**config.mk**
```make
export PLATFORM = sky130hd
export DESIGN_NAME = picked_color_segmenter
export DESIGN_NICKNAME = d
export VERILOG_FILES = /design/src/rtl/pcs_pkg.sv /design/src/rtl/pcs_ctrl.sv /design/src/rtl/pcs_datapath.sv /design/src/rtl/picked_color_segmenter.sv
export SDC_FILE = /design/constraint.sdc
export NUM_CORES = 1
export LEC_CHECK = 0
export ABC_AREA = 1
export BUFFER_PORTS_ARGS = -buffer_cell sky130_fd_sc_hd__buf_2
export CORE_MARGIN = 5
export CORE_UTILIZATION = 35
export CTS_CLUSTER_DIAMETER = 60
export DETAILED_ROUTE_END_ITERATION = 7
export PLACE_DENSITY = 0.5
export SKIP_LAST_GASP = 1
export SYNTH_ARGS = -nofsm -noshare
export SYNTH_HDL_FRONTEND = slang
export SYNTH_SLANG_ARGS = --single-unit
```
**constraint.sdc**
```tcl
create_clock -name clock -period 5.33 [get_ports clock]
set_input_delay 0.533 -clock clock [delete_from_list [all_inputs] [get_ports clock]]
set_output_delay 0.533 -clock clock [all_outputs]
set_load 0.02 [all_outputs]
```
**src/rtl/pcs_pkg.sv**
```systemverilog
// ----------------------------------------------------------------------------
// pcs_pkg
// Shared types and constants of the picked color segmenter.
// ----------------------------------------------------------------------------
`default_nettype none

package pcs_pkg;

   localparam int MAX_DIM_DEF     = 2048;
   localparam int WINDOW_SIZE_DEF = 9;

   localparam int PIX_W     = 8;
   localparam int QBIT_W    = $clog2(PIX_W);
   localparam int PICK_W    = 11;
   localparam int DIM_CFG_W = 12;
   localparam int TOL_W     = 8;

   localparam int CSR_IDX_W  = 3;
   localparam int CSR_DATA_W = 12;

   localparam logic [CSR_IDX_W-1:0] CSR_PICK_COL    = 3'd0;
   localparam logic [CSR_IDX_W-1:0] CSR_PICK_ROW    = 3'd1;
   localparam logic [CSR_IDX_W-1:0] CSR_FRAME_WIDTH = 3'd2;
   localparam logic [CSR_IDX_W-1:0] CSR_FRAME_HGT   = 3'd3;
   localparam logic [CSR_IDX_W-1:0] CSR_TOL_FIRST   = 3'd4;
   localparam logic [CSR_IDX_W-1:0] CSR_TOL_SECOND  = 3'd5;
   localparam logic [CSR_IDX_W-1:0] CSR_TOL_THIRD   = 3'd6;

   localparam logic [DIM_CFG_W-1:0] FRAME_WIDTH_RST = 12'd640;
   localparam logic [DIM_CFG_W-1:0] FRAME_HGT_RST   = 12'd480;
   localparam logic [TOL_W-1:0]     TOL_FIRST_RST   = 8'd8;
   localparam logic [TOL_W-1:0]     TOL_SECOND_RST  = 8'd80;
   localparam logic [TOL_W-1:0]     TOL_THIRD_RST   = 8'd120;

   localparam logic [PIX_W-1:0] FILL_FIRST  = 8'd92;
   localparam logic [PIX_W-1:0] FILL_SECOND = 8'd37;
   localparam logic [PIX_W-1:0] FILL_THIRD  = 8'd201;

   localparam logic RES_KIND_MEAN  = 1'b0;
   localparam logic RES_KIND_PIXEL = 1'b1;

   typedef struct packed {
      logic [PIX_W-1:0] pix_first;
      logic [PIX_W-1:0] pix_second;
      logic [PIX_W-1:0] pix_third;
   } pcs_req_type;

   typedef struct packed {
      logic [PIX_W-1:0] res_first;
      logic [PIX_W-1:0] res_second;
      logic [PIX_W-1:0] res_third;
      logic             res_kind;
      logic             end_of_frame;
   } pcs_rsp_type;

   typedef struct packed {
      logic              take_pix;
      logic              div_load;
      logic              div_step;
      logic [QBIT_W-1:0] div_bit;
      logic              report;
   } pcs_cmd_type;

   typedef struct packed {
      logic first_last;
      logic out_free;
   } pcs_status_type;

endpackage

`default_nettype wire

```
**src/rtl/pcs_ctrl.sv**
```systemverilog
// ----------------------------------------------------------------------------
// pcs_ctrl
// Sequencer: pixel intake, window mean division and mean report.
// ----------------------------------------------------------------------------
`default_nettype none

module pcs_ctrl import pcs_pkg::*; (
   input  wire logic           clock,
   input  wire logic           reset,
   input  wire logic           req_valid,
   input  pcs_status_type      sts,
   output logic                req_stall,
   output pcs_cmd_type         cmd
);

   localparam logic [1:0] ST_RUN  = 2'd0;
   localparam logic [1:0] ST_LOAD = 2'd1;
   localparam logic [1:0] ST_DIV  = 2'd2;
   localparam logic [1:0] ST_RPT  = 2'd3;

   logic [1:0]        state_ff, state_in;
   logic [QBIT_W-1:0] bit_ff, bit_in;

   always_comb begin
      state_in     = state_ff;
      bit_in       = bit_ff;
      req_stall    = 1'b1;
      cmd          = '0;
      cmd.div_bit  = bit_ff;
      unique case (state_ff)
         ST_RUN: begin
            req_stall    = !sts.out_free;
            cmd.take_pix = req_valid && sts.out_free;
            if (cmd.take_pix && sts.first_last) begin
               state_in = ST_LOAD;
            end
         end
         ST_LOAD: begin
            cmd.div_load = 1'b1;
            bit_in       = QBIT_W'(PIX_W - 1);
            state_in     = ST_DIV;
         end
         ST_DIV: begin
            cmd.div_step = 1'b1;
            if (bit_ff == '0) begin
               state_in = ST_RPT;
            end else begin
               bit_in = bit_ff - QBIT_W'(1);
            end
         end
         ST_RPT: begin
            if (sts.out_free) begin
               cmd.report = 1'b1;
               state_in   = ST_RUN;
            end
         end
         default: begin
            state_in = ST_RUN;
         end
      endcase
   end

   always_ff @(posedge clock) begin
      if (reset) begin
         state_ff <= ST_RUN;
         bit_ff   <= '0;
      end else begin
         state_ff <= state_in;
         bit_ff   <= bit_in;
      end
   end

endmodule

`default_nettype wire

```
**src/rtl/pcs_datapath.sv**
```systemverilog
// ----------------------------------------------------------------------------
// pcs_datapath
// Registers, raster position, window sums, shift-subtract divider,
// tolerance compare and output register.
// ----------------------------------------------------------------------------
`default_nettype none

module pcs_datapath import pcs_pkg::*; #(
   parameter int MAX_DIM     = MAX_DIM_DEF,
   parameter int WINDOW_SIZE = WINDOW_SIZE_DEF
) (
   input  wire logic                  clock,
   input  wire logic                  reset,
   input  wire logic                  csr_write,
   input  wire logic [CSR_IDX_W-1:0]  csr_index,
   input  wire logic [CSR_DATA_W-1:0] csr_data,
   input  pcs_req_type                req_data,
   input  pcs_cmd_type                cmd,
   output pcs_status_type             sts,
   input  wire logic                  rsp_stall,
   output logic                       rsp_valid,
   output pcs_rsp_type                rsp_data
);

   localparam int POS_W = $clog2(MAX_DIM);
   localparam int CNT_W = $clog2(WINDOW_SIZE * WINDOW_SIZE + 1);
   localparam int SUM_W = PIX_W + CNT_W;
   localparam int HALF  = WINDOW_SIZE / 2;

   function automatic logic close_to(input logic [PIX_W-1:0] p,
                                     input logic [PIX_W-1:0] m,
                                     input logic [TOL_W-1:0] tol);
      logic [PIX_W-1:0] diff;
      diff = (p >= m) ? (p - m) : (m - p);
      return diff <= tol;
   endfunction

   // configuration
   logic [PICK_W-1:0]    pick_col_ff, pick_row_ff;
   logic [DIM_CFG_W-1:0] width_ff, height_ff;
   logic [TOL_W-1:0]     tol_ff [3];

   always_ff @(posedge clock) begin
      if (reset) begin
         pick_col_ff <= '0;
         pick_row_ff <= '0;
         width_ff    <= FRAME_WIDTH_RST;
         height_ff   <= FRAME_HGT_RST;
         tol_ff[0]   <= TOL_FIRST_RST;
         tol_ff[1]   <= TOL_SECOND_RST;
         tol_ff[2]   <= TOL_THIRD_RST;
      end else if (csr_write) begin
         unique case (csr_index)
            CSR_PICK_COL:    pick_col_ff <= csr_data[PICK_W-1:0];
            CSR_PICK_ROW:    pick_row_ff <= csr_data[PICK_W-1:0];
            CSR_FRAME_WIDTH: width_ff    <= csr_data[DIM_CFG_W-1:0];
            CSR_FRAME_HGT:   height_ff   <= csr_data[DIM_CFG_W-1:0];
            CSR_TOL_FIRST:   tol_ff[0]   <= csr_data[TOL_W-1:0];
            CSR_TOL_SECOND:  tol_ff[1]   <= csr_data[TOL_W-1:0];
            CSR_TOL_THIRD:   tol_ff[2]   <= csr_data[TOL_W-1:0];
            default: begin
            end
         endcase
      end
   end

   // effective frame size
   logic [DIM_CFG_W-1:0] w_eff, h_eff;

   always_comb begin
      if (width_ff == '0) begin
         w_eff = DIM_CFG_W'(1);
      end else if (32'(width_ff) > 32'(MAX_DIM)) begin
         w_eff = DIM_CFG_W'(MAX_DIM);
      end else begin
         w_eff = width_ff;
      end
      if (height_ff == '0) begin
         h_eff = DIM_CFG_W'(1);
      end else if (32'(height_ff) > 32'(MAX_DIM)) begin
         h_eff = DIM_CFG_W'(MAX_DIM);
      end else begin
         h_eff = height_ff;
      end
   end

   // raster position and pass
   logic [POS_W-1:0] col_ff, col_in, row_ff, row_in;
   logic             pass_ff, pass_in;
   logic             row_end, last;
   logic signed [31:0] d_row, d_col;
   logic             in_win;

   always_comb begin
      row_end = (32'(col_ff) + 32'd1) >= 32'(w_eff);
      last    = row_end && ((32'(row_ff) + 32'd1) >= 32'(h_eff));
      d_row   = int'(row_ff) - int'(pick_row_ff) + HALF;
      d_col   = int'(col_ff) - int'(pick_col_ff) + HALF;
      in_win  = (d_row >= 0) && (d_row < WINDOW_SIZE) &&
                (d_col >= 0) && (d_col < WINDOW_SIZE);

      col_in  = col_ff;
      row_in  = row_ff;
      pass_in = pass_ff;
      if (cmd.take_pix) begin
         if (last) begin
            col_in = '0;
            row_in = '0;
            if (pass_ff) begin
               pass_in = 1'b0;
            end
         end else if (row_end) begin
            col_in = '0;
            row_in = row_ff + POS_W'(1);
         end else begin
            col_in = col_ff + POS_W'(1);
         end
      end
      if (cmd.report) begin
         pass_in = 1'b1;
      end
   end

   assign sts.first_last = last && !pass_ff;

   // window sums and divider
   logic [PIX_W-1:0] pix   [3];
   logic [SUM_W-1:0] sum_ff [3];
   logic [SUM_W-1:0] rem_ff [3];
   logic [PIX_W-1:0] quot_ff [3];
   logic [PIX_W-1:0] mean_ff [3];
   logic [PIX_W-1:0] mean_new [3];
   logic [CNT_W-1:0] count_ff;
   logic [SUM_W-1:0] divisor;

   assign pix[0]  = req_data.pix_first;
   assign pix[1]  = req_data.pix_second;
   assign pix[2]  = req_data.pix_third;
   assign divisor = SUM_W'(count_ff) << cmd.div_bit;

   always_comb begin
      for (int c = 0; c < 3; c++) begin
         mean_new[c] = (count_ff == '0) ? '0 : quot_ff[c];
      end
   end

   always_ff @(posedge clock) begin
      if (reset) begin
         count_ff <= '0;
         for (int c = 0; c < 3; c++) begin
            sum_ff[c]  <= '0;
            mean_ff[c] <= '0;
         end
      end else if (cmd.report) begin
         count_ff <= '0;
         for (int c = 0; c < 3; c++) begin
            sum_ff[c]  <= '0;
            mean_ff[c] <= mean_new[c];
         end
      end else if (cmd.take_pix && !pass_ff && in_win) begin
         count_ff <= count_ff + CNT_W'(1);
         for (int c = 0; c < 3; c++) begin
            sum_ff[c] <= sum_ff[c] + SUM_W'(pix[c]);
         end
      end
   end

   always_ff @(posedge clock) begin
      for (int c = 0; c < 3; c++) begin
         if (cmd.div_load) begin
            rem_ff[c]  <= sum_ff[c];
            quot_ff[c] <= '0;
         end else if (cmd.div_step && (rem_ff[c] >= divisor)) begin
            rem_ff[c]               <= rem_ff[c] - divisor;
            quot_ff[c][cmd.div_bit] <= 1'b1;
         end
      end
   end

   always_ff @(posedge clock) begin
      if (reset) begin
         col_ff  <= '0;
         row_ff  <= '0;
         pass_ff <= 1'b0;
      end else begin
         col_ff  <= col_in;
         row_ff  <= row_in;
         pass_ff <= pass_in;
      end
   end

   // output register
   logic        out_valid_ff, out_valid_in;
   pcs_rsp_type out_data_ff, out_data_in;
   logic        hit;

   always_comb begin
      hit = close_to(pix[0], mean_ff[0], tol_ff[0]) &&
            close_to(pix[1], mean_ff[1], tol_ff[1]) &&
            close_to(pix[2], mean_ff[2], tol_ff[2]);
      out_valid_in = out_valid_ff && rsp_stall;
      out_data_in  = out_data_ff;
      if (cmd.take_pix && pass_ff) begin
         out_valid_in             = 1'b1;
         out_data_in.res_first    = hit ? FILL_FIRST  : pix[0];
         out_data_in.res_second   = hit ? FILL_SECOND : pix[1];
         out_data_in.res_third    = hit ? FILL_THIRD  : pix[2];
         out_data_in.res_kind     = RES_KIND_PIXEL;
         out_data_in.end_of_frame = last;
      end else if (cmd.report) begin
         out_valid_in             = 1'b1;
         out_data_in.res_first    = mean_new[0];
         out_data_in.res_second   = mean_new[1];
         out_data_in.res_third    = mean_new[2];
         out_data_in.res_kind     = RES_KIND_MEAN;
         out_data_in.end_of_frame = 1'b1;
      end
   end

   always_ff @(posedge clock) begin
      if (reset) begin
         out_valid_ff <= 1'b0;
      end else begin
         out_valid_ff <= out_valid_in;
      end
   end

   always_ff @(posedge clock) begin
      out_data_ff <= out_data_in;
   end

   assign sts.out_free = !out_valid_ff || !rsp_stall;
   assign rsp_valid    = out_valid_ff;
   assign rsp_data     = out_data_ff;

endmodule

`default_nettype wire

```
**src/rtl/picked_color_segmenter.sv**
```systemverilog
// ----------------------------------------------------------------------------
// picked_color_segmenter
// Two-pass color segmenter: window mean around a picked point, then
// replacement of pixels within tolerance of that mean by a fill color.
//
//   Port group | Direction | Beat
//   req_       | in        | one pixel, raster order
//   rsp_       | out       | mean report (end of first pass) or output pixel
//   csr_       | in        | register write, index per register list
//
// One pixel per cycle in both passes while the output register drains.
// After the last pixel of the first pass the input stalls for a divider
// load, 8 shift-subtract steps (3 channels in parallel) and a report step,
// which also waits for a free output register.
// Reset returns to the first pass at row 0, column 0 with cleared sums.
// A stalled result holds in the output register and stalls the input.
// ----------------------------------------------------------------------------
`default_nettype none

module picked_color_segmenter import pcs_pkg::*; #(
   parameter int MAX_DIM     = MAX_DIM_DEF,
   parameter int WINDOW_SIZE = WINDOW_SIZE_DEF
) (
   input  wire logic                  clock,
   input  wire logic                  reset,
   input  wire logic                  req_valid,
   output logic                       req_stall,
   input  pcs_req_type                req_data,
   output logic                       rsp_valid,
   input  wire logic                  rsp_stall,
   output pcs_rsp_type                rsp_data,
   input  wire logic                  csr_write,
   input  wire logic [CSR_IDX_W-1:0]  csr_index,
   input  wire logic [CSR_DATA_W-1:0] csr_data
);

   pcs_cmd_type    cmd;
   pcs_status_type sts;

   pcs_ctrl u_ctrl (
      .clock     (clock),
      .reset     (reset),
      .req_valid (req_valid),
      .sts       (sts),
      .req_stall (req_stall),
      .cmd       (cmd)
   );

   pcs_datapath #(
      .MAX_DIM     (MAX_DIM),
      .WINDOW_SIZE (WINDOW_SIZE)
   ) u_datapath (
      .clock     (clock),
      .reset     (reset),
      .csr_write (csr_write),
      .csr_index (csr_index),
      .csr_data  (csr_data),
      .req_data  (req_data),
      .cmd       (cmd),
      .sts       (sts),
      .rsp_stall (rsp_stall),
      .rsp_valid (rsp_valid),
      .rsp_data  (rsp_data)
   );

   a_stall_in_div: assert property (@(posedge clock) disable iff (reset)
      (cmd.div_load || cmd.div_step) |-> req_stall)
      else $error("input taken while dividing");

   a_take_handshake: assert property (@(posedge clock) disable iff (reset)
      cmd.take_pix |-> (req_valid && !req_stall))
      else $error("pixel taken without handshake");

   a_report_out: assert property (@(posedge clock) disable iff (reset)
      cmd.report |=> (rsp_valid && rsp_data.res_kind == RES_KIND_MEAN &&
                      rsp_data.end_of_frame))
      else $error("mean report not presented");

   a_no_overlap: assert property (@(posedge clock) disable iff (reset)
      !(cmd.take_pix && (cmd.report || cmd.div_step || cmd.div_load)))
      else $error("pixel intake overlaps divider");

endmodule

`default_nettype wire
```
==> flow_summary.json, run 1 <==
{
  "status": "completed",
  "synth.top_cells.by_count": "nand2_1 (498), inv_1 (325), ha_1 (201)",
  "synth_top_area_share_pct": 28.3,
  "overflow": 0,
  "die_area_mm2": 0.0591,
  "syn_inst": 2362,
  "drv_slew": 0,
  "final_util_pct": 40.1,
  "max_stage_delay_ns": 0.46,
  "synth_area_mm2": 0.0190,
  "vias_per_cell": 4.99,
  "synth_seq_cells": 270,
  "slew_headroom_pct": 14.1,
  "cts_made_buffers": 40,
  "dieHeight_um": 243,
  "cts_max_path_buffers": 3,
  "drive_gt1_share_pct": 9.72,
  "vias": 15852,
  "synth.largest_area_cell": "edfxtp_1",
  "ys_top_cells_by_area": "edfxtp_1 (28%), ha_1 (13%), nand2_1 (9.8%)",
  "num_io_pins": 72,
  "synth.most_common_cell": "nand2_1",
  "worstPathRequired_ns": 5.70,
  "period_needed_ns": 4.55,
  "cts_tree": "done",
  "cp_max_fo": 32,
  "synth_edf_count": 179,
  "syn_area_per_cell_um2": 8.05,
  "critPathLaunchType": "register",
  "syn_nets": 2621,
  "worst_slack_ns": 0.780,
  "fin_nets": 2706,
  "layoutNonFillerInstCount": 3178,
  "rows": 85,
  "rsz0062_at_grt": "no",
  "crit_path_frequent_cell": "nand2_1",
  "hold_path.class": "in -> reg",
  "post-route-period-util_pct": 85.4,
  "remaining_drc_errors": 0,
  "gp_congestion": 0.869,
  "arrival_ns": 4.92,
  "areaGrowthSynthToFinish_pct": 13.5,
  "start_util_pct": 35.3,
  "dp_slack_ns": 0.571,
  "timing_hold_violations_final": 0,
  "dp_hpwl_um": 40200,
  "async_flop_share_pct": 0,
  "power_mw": 8.50,
  "crit_slowest_cell": "fa_1",
  "coreArea_mm2": 0.0538,
  "synth.distinct_cells": 57,
  "post-place-cells": 3101,
  "synth-main-ff-cell": "edfxtp_1",
  "p_per_area_mw_per_mm2": 394,
  "root_buffer": "clkbuf_16",
  "routed_wl_um": 53100,
  "clk_pin_slew_worst_paths_ns": 0.06,
  "seq_area_frac_synth_pct": 37.8,
  "grt_start_max_net_pins": 55,
  "worst_pin_slew_ns": 1.28,
  "clock-sinks": 270,
  "leakage_nw": 9.50,
  "antenna_found_initial": 7,
  "skew_ns": 0.0374,
  "cts_setup_buffers": 0,
  "vdd_drop_max_mv": 0.208,
  "grt_pass1_wl_um": 84100,
  "firstDrtPassIters": 5,
  "path_class": "reg -> reg",
  "grt_usage_pct": 17.5,
  "clock_latency_ns": 0.57,
  "fmax_mhz": 220,
  "die_w_um": 243,
  "final-setup-viol-count": 0,
  "htreeDepth": 2,
  "avgRoutedWirePerCell_um": 16.7,
  "port_buffers": 71,
  "detail-route-antenna-nets": 0,
  "tns_ns": 0,
  "postCtsResizedCells": 0,
  "ys_warn_count": 0,
  "cts_hold_buf": 0,
  "grt_pass1_vias": 15360,
  "drv_cap": 0,
  "endpoint_kind": "register",
  "drtIter0Drc": 986
}
## registers in the layout, indices dropped and copies added, names as in the netlist
name / flops
u_datapath.mean_ff: 24
u_datapath.sum_ff: 45
u_datapath.rem_ff: 45
u_datapath.pick_row_ff: 11
u_datapath.width_ff: 12
u_datapath.quot_ff: 24
u_datapath.col_ff: 11
u_datapath.count_ff: 7
u_datapath.pick_col_ff: 11
u_datapath.row_ff: 11
u_datapath.height_ff: 12
u_datapath.tol_ff: 24
u_datapath.rsp_data: 26
u_ctrl.state_ff: 2
u_datapath.rsp_valid: 1
u_datapath.pass_ff: 1
u_ctrl.bit_ff: 3
## path summary, 6_finish.rpt
kind	startpoint	to	slack [ns]	cells after the start
worst max-delay path	u_datapath.col_ff[0]$_SDFFE_PP0P_	u_datapath.sum_ff[0][42]$_SDFFCE_PN0P_	0.78	29
worst min-delay path	csr_data[11]	u_datapath.height_ff[11]$_SDFFE_PP0P_	0.31	3
worst max register to register	u_datapath.col_ff[0]$_SDFFE_PP0P_	u_datapath.sum_ff[0][42]$_SDFFCE_PN0P_	0.78	29
worst min register to register	u_datapath.pick_row_ff[8]$_SDFFE_PP0P_	u_datapath.pick_row_ff[8]$_SDFFE_PP0P_	0.46	2
## report_power, final
part | switching (mW) | total (mW) | internal [mW]
Combinational | 1.99 | 3.07 | 1.08
Clock | 1.08 | 2.70 | 1.62
Sequential | 0.151 | 2.73 | 2.58
Total | 3.21 | 8.50 | 5.29
## per-stage QoR
| step | instance area (um2) | hold WS (ns) |
|---|---|---|
| after floorplan | 19000 | 0.429 |
| after global placement | 20200 | 0.441 |
| after detailed placement | 20200 | 0.448 |
| after CTS | 21600 | 0.275 |
| after global routing | 21600 | 0.317 |
| final | 21600 | 0.311 |
## logic make-up (layout without fill, tap and decap cells)
logic type,count (synthesis),count (layout),synth area share (%)
other cells,0,3,0
buf+inv,386,503,7.83
mux,14,14,0.789
flops,270,270,37.8
fa+ha+maj,215,215,14.7
simple gates,881,881,19.8
xor+xnor,97,97,4.57
compound gates,499,499,14.5
## cell type report
type                    count  area, um2
diodes                      3       7.51
clock buffers              53       1170
clock inverters            21        185
fillers                  5498      32200
inverters                 334       1250
multi-input cells        1706      10300
flip-flops and latches    270       7200
well taps                 696        871
repair buffers             95        561
## cell usage in the layout (no fill, tap or decap), types with 7 or more instances in the layout
master       n
o211ai_1    10
clkbuf_16   43
a211oi_1     8
buf_4       22
nor2_1     182
a21oi_2     14
clkinv_1     9
buf_2       71
o21ai_2      7
nand2_2      8
mux2_2       8
inv_1      325
nand2_1    497
o21ai_1     15
nand3_2      8
nor4_1       7
o21ai_0    196
xnor2_1     35
xor2_1      61
nand4_1     31
a22oi_1      9
inv_6        7
edfxtp_1   179
dfxtp_1     91
nor3_1      14
ha_1       201
fa_1        14
nand3_1     91
nor2_2      19
a21oi_1    198
## per-layer routing
metal,GRT usage [%],wire (um),up-vias
met5,0,27,-
met4,5.02,1330,4
met3,2.40,2150,65
met2,28.7,23900,302
met1,24.3,25700,7366
li1,-,-,8115
## worst max-delay path: cells and delay by family, from the launching register on
family	cells	cell delay (ns)
fa+ha+maj	3	0.87
simple gates	23	2.62
buf+inv	3	0.49
flops	1	0.38
Note: power is estimated with default switching activity, not from simulation.
==> run 2: changes to the inputs <==
Settings changed: ABC_AREA 1 to default.
==> run 2 against run 1 <==
  * Fmax shrank 8.6%
  * Largest power group is now clock
  * Critical path type unchanged
  * Register-to-register slack worse by 0.43 ns
  * Critical path depth shrank 12
  * Largest cell class unchanged
  * Non-clock buffer count is 6 higher
==> flow_summary.json, run 2 <==
{
  "status": "completed",
  "dieHeight_um": 243,
  "synth-main-ff-cell": "edfxtp_1",
  "clk_pin_slew_worst_paths_ns": 0.06,
  "antenna_found_initial": 3,
  "worst_pin_slew_ns": 1.23,
  "synth_top_area_share_pct": 28.3,
  "firstDrtPassIters": 7,
  "period_needed_ns": 4.98,
  "syn_area_per_cell_um2": 9.07,
  "fmax_mhz": 201,
  "skew_ns": 0.0208,
  "vias_per_cell": 5.35,
  "die_area_mm2": 0.0591,
  "max_stage_delay_ns": 0.66,
  "synth.largest_area_cell": "edfxtp_1",
  "drv_slew": 0,
  "synth_seq_cells": 270,
  "cp_max_fo": 45,
  "leakage_nw": 9.04,
  "port_buffers": 71,
  "multiInputGateArea_mm2": 0.0111,
  "synth.most_common_cell": "nand2_1",
  "mostFrequentLayoutCells": "nand2_1 (276), ha_1 (197), edfxtp_1 (179), a21oi_1 (163), inv_1 (162)",
  "dp_hpwl_um": 40600,
  "htreeDepth": 2,
  "crit_slowest_cell": "or4b_2",
  "gp_congestion": 0.883,
  "die_w_um": 243,
  "clock_latency_ns": 0.55,
  "drtIter0Drc": 1031,
  "start_util_pct": 35.3,
  "root_buffer": "clkbuf_16",
  "grt_pass1_wl_um": 84100,
  "synth.distinct_cells": 79,
  "final-setup-viol-count": 0,
  "vdd_drop_max_mv": 0.180,
  "fin_nets": 2432,
  "drive_gt1_share_pct": 11.3,
  "clock-sinks": 270,
  "crit_path_frequent_cell": "nand3_1",
  "cts_made_buffers": 38,
  "final_common_cell": "nand2_1",
  "worst_slack_ns": 0.349,
  "slew_headroom_pct": 18.1,
  "synth_area_mm2": 0.0190,
  "ys_top_cells_by_area": "edfxtp_1 (28%), ha_1 (13%), dfxtp_1 (9.6%)",
  "timing_hold_violations_final": 0,
  "crit_chain": "inv_2 -> ha_2 -> fa_2 -> nand2b_4 -> a21oi_1 -> o32ai_1 -> nor4_4 -> and3_4 -> nand3_1 -> ha_1 -> or4b_2 -> nor4_1 -> nand3_1 -> a2111oi_2 -> nand4_4 -> buf_12 -> nor3_1",
  "regArea_mm2": 0.00720,
  "layoutNonFillerInstCount": 2901,
  "detail-route-antenna-nets": 0,
  "cts_max_path_buffers": 3,
  "async_flop_share_pct": 0,
  "worstPathRequired_ns": 5.70,
  "critPathLaunchType": "register",
  "syn_nets": 2357,
  "hold_path.class": "in -> reg",
  "arrival_ns": 5.35,
  "rows": 85,
  "ys_warn_count": 0,
  "areaGrowthSynthToFinish_pct": 13.7,
  "synth_edf_count": 179,
  "coreArea_mm2": 0.0538,
  "remaining_drc_errors": 0,
  "endpoint_kind": "register",
  "seq_area_frac_synth_pct": 37.8,
  "post-place-cells": 2825,
  "p_per_area_mw_per_mm2": 261,
  "grt_usage_pct": 17.5,
  "grt_pass1_vias": 15273,
  "num_io_pins": 72,
  "dp_slack_ns": -0.0882,
  "avgRoutedWirePerCell_um": 18.4,
  "cts_hold_buf": 0,
  "overflow": 0,
  "crit_buf_inv": 2,
  "rsz0062_at_grt": "no",
  "routed_wl_um": 53400,
  "cts_tree": "done",
  "synth.top_cells.by_count": "nand2_1 (276), ha_1 (201), edfxtp_1 (179)",
  "critPathTopFamily": "simple AND/OR/NAND/NOR gates",
  "grt_start_max_net_pins": 71,
  "post-route-period-util_pct": 93.5,
  "drv_cap": 0,
  "syn_inst": 2098,
  "power_mw": 5.66,
  "vias": 15507,
  "fill_cells": 5398,
  "path_class": "reg -> reg"
}
-- run 2: power breakdown --
| group | internal [mW] | switching, mW | leakage, nW |
|---|---|---|---|
| Combinational | 0.314 | 0.463 | 5.93 |
| Sequential | 2.27 | 0.0320 | 2.49 |
| Clock | 1.57 | 1.01 | 0.612 |
| Total | 4.15 | 1.51 | 9.04 |
-- run 2: metrics by stage --
step	hold slack [ns]	setup TNS [ns]	instance area, um2	utilization [%]
3_5_place_dp	0.440	-0.910	20300	37.7
3_3_place_gp	0.436	0	20300	37.7
4_1_cts	0.235	0	21600	40.1
6_report	0.274	0	21600	40.2
2_1_floorplan	0.436	-1.52	19100	-
5_1_grt	0.247	0	21600	40.2
-- run 2: logic make-up after synthesis --
| group | Yosys count | synth area share (%) |
|---|---|---|
| compound gates | 498 | 16.5 |
| xor+xnor | 99 | 4.56 |
| fa+ha+maj | 215 | 14.7 |
| buf+inv | 231 | 4.62 |
| flops | 270 | 37.8 |
| mux | 47 | 2.64 |
| simple gates | 738 | 19.2 |
-- run 2: layer usage --
metal	vias to the layer above	wire length, um	global-route usage (%)
li1	7665	-	-
met5	-	7	0
met3	78	3090	3.94
met2	354	23700	27.8
met4	2	1580	5.49
met1	7408	25000	24.0
-- run 2: area by class of cell --
class,instances,share of cell area (%)
Clock inverter,18,0.914
Clock buffer,52,4.93
Timing Repair Buffer,101,2.88
Antenna cell,2,0.0231
Sequential cell,270,33.3
Multi-Input combinational cell,1597,51.1
Tap cell,696,4.02
Inverter,165,2.86
-- run 2: worst min-delay path, delay by kind of cell --
| kind | cells | cell delay [ns] |
|---|---|---|
| AND/OR/NAND/NOR | 1 | 0.06 |
| buffers and inverters | 1 | 0.11 |
| AO/OA/AOI/OAI | 1 | 0.06 |
-- run 2: timing repair --
action                     4_1_cts  5_1_grt
resized for setup                0       10
setup endpoints to repair        0       69
buffers inserted                 0        2
-- run 2: final timing paths --
| kind | startpoint | end | slack (ns) | cells past startpoint |
|---|---|---|---|---|
| setup / recovery | u_datapath.col_ff[0]$_SDFFE_PP0P_ | u_datapath.sum_ff[0][19]$_SDFFCE_PN0P_ | 0.35 | 17 |
| hold / removal | csr_data[11] | u_datapath.height_ff[11]$_SDFFE_PP0P_ | 0.27 | 3 |
| setup reg to reg | u_datapath.col_ff[0]$_SDFFE_PP0P_ | u_datapath.sum_ff[0][19]$_SDFFCE_PN0P_ | 0.35 | 17 |
| hold reg to reg | u_datapath.rsp_data[1]$_SDFFE_PP1P_ | u_datapath.rsp_data[1]$_SDFFE_PP1P_ | 0.45 | 2 |
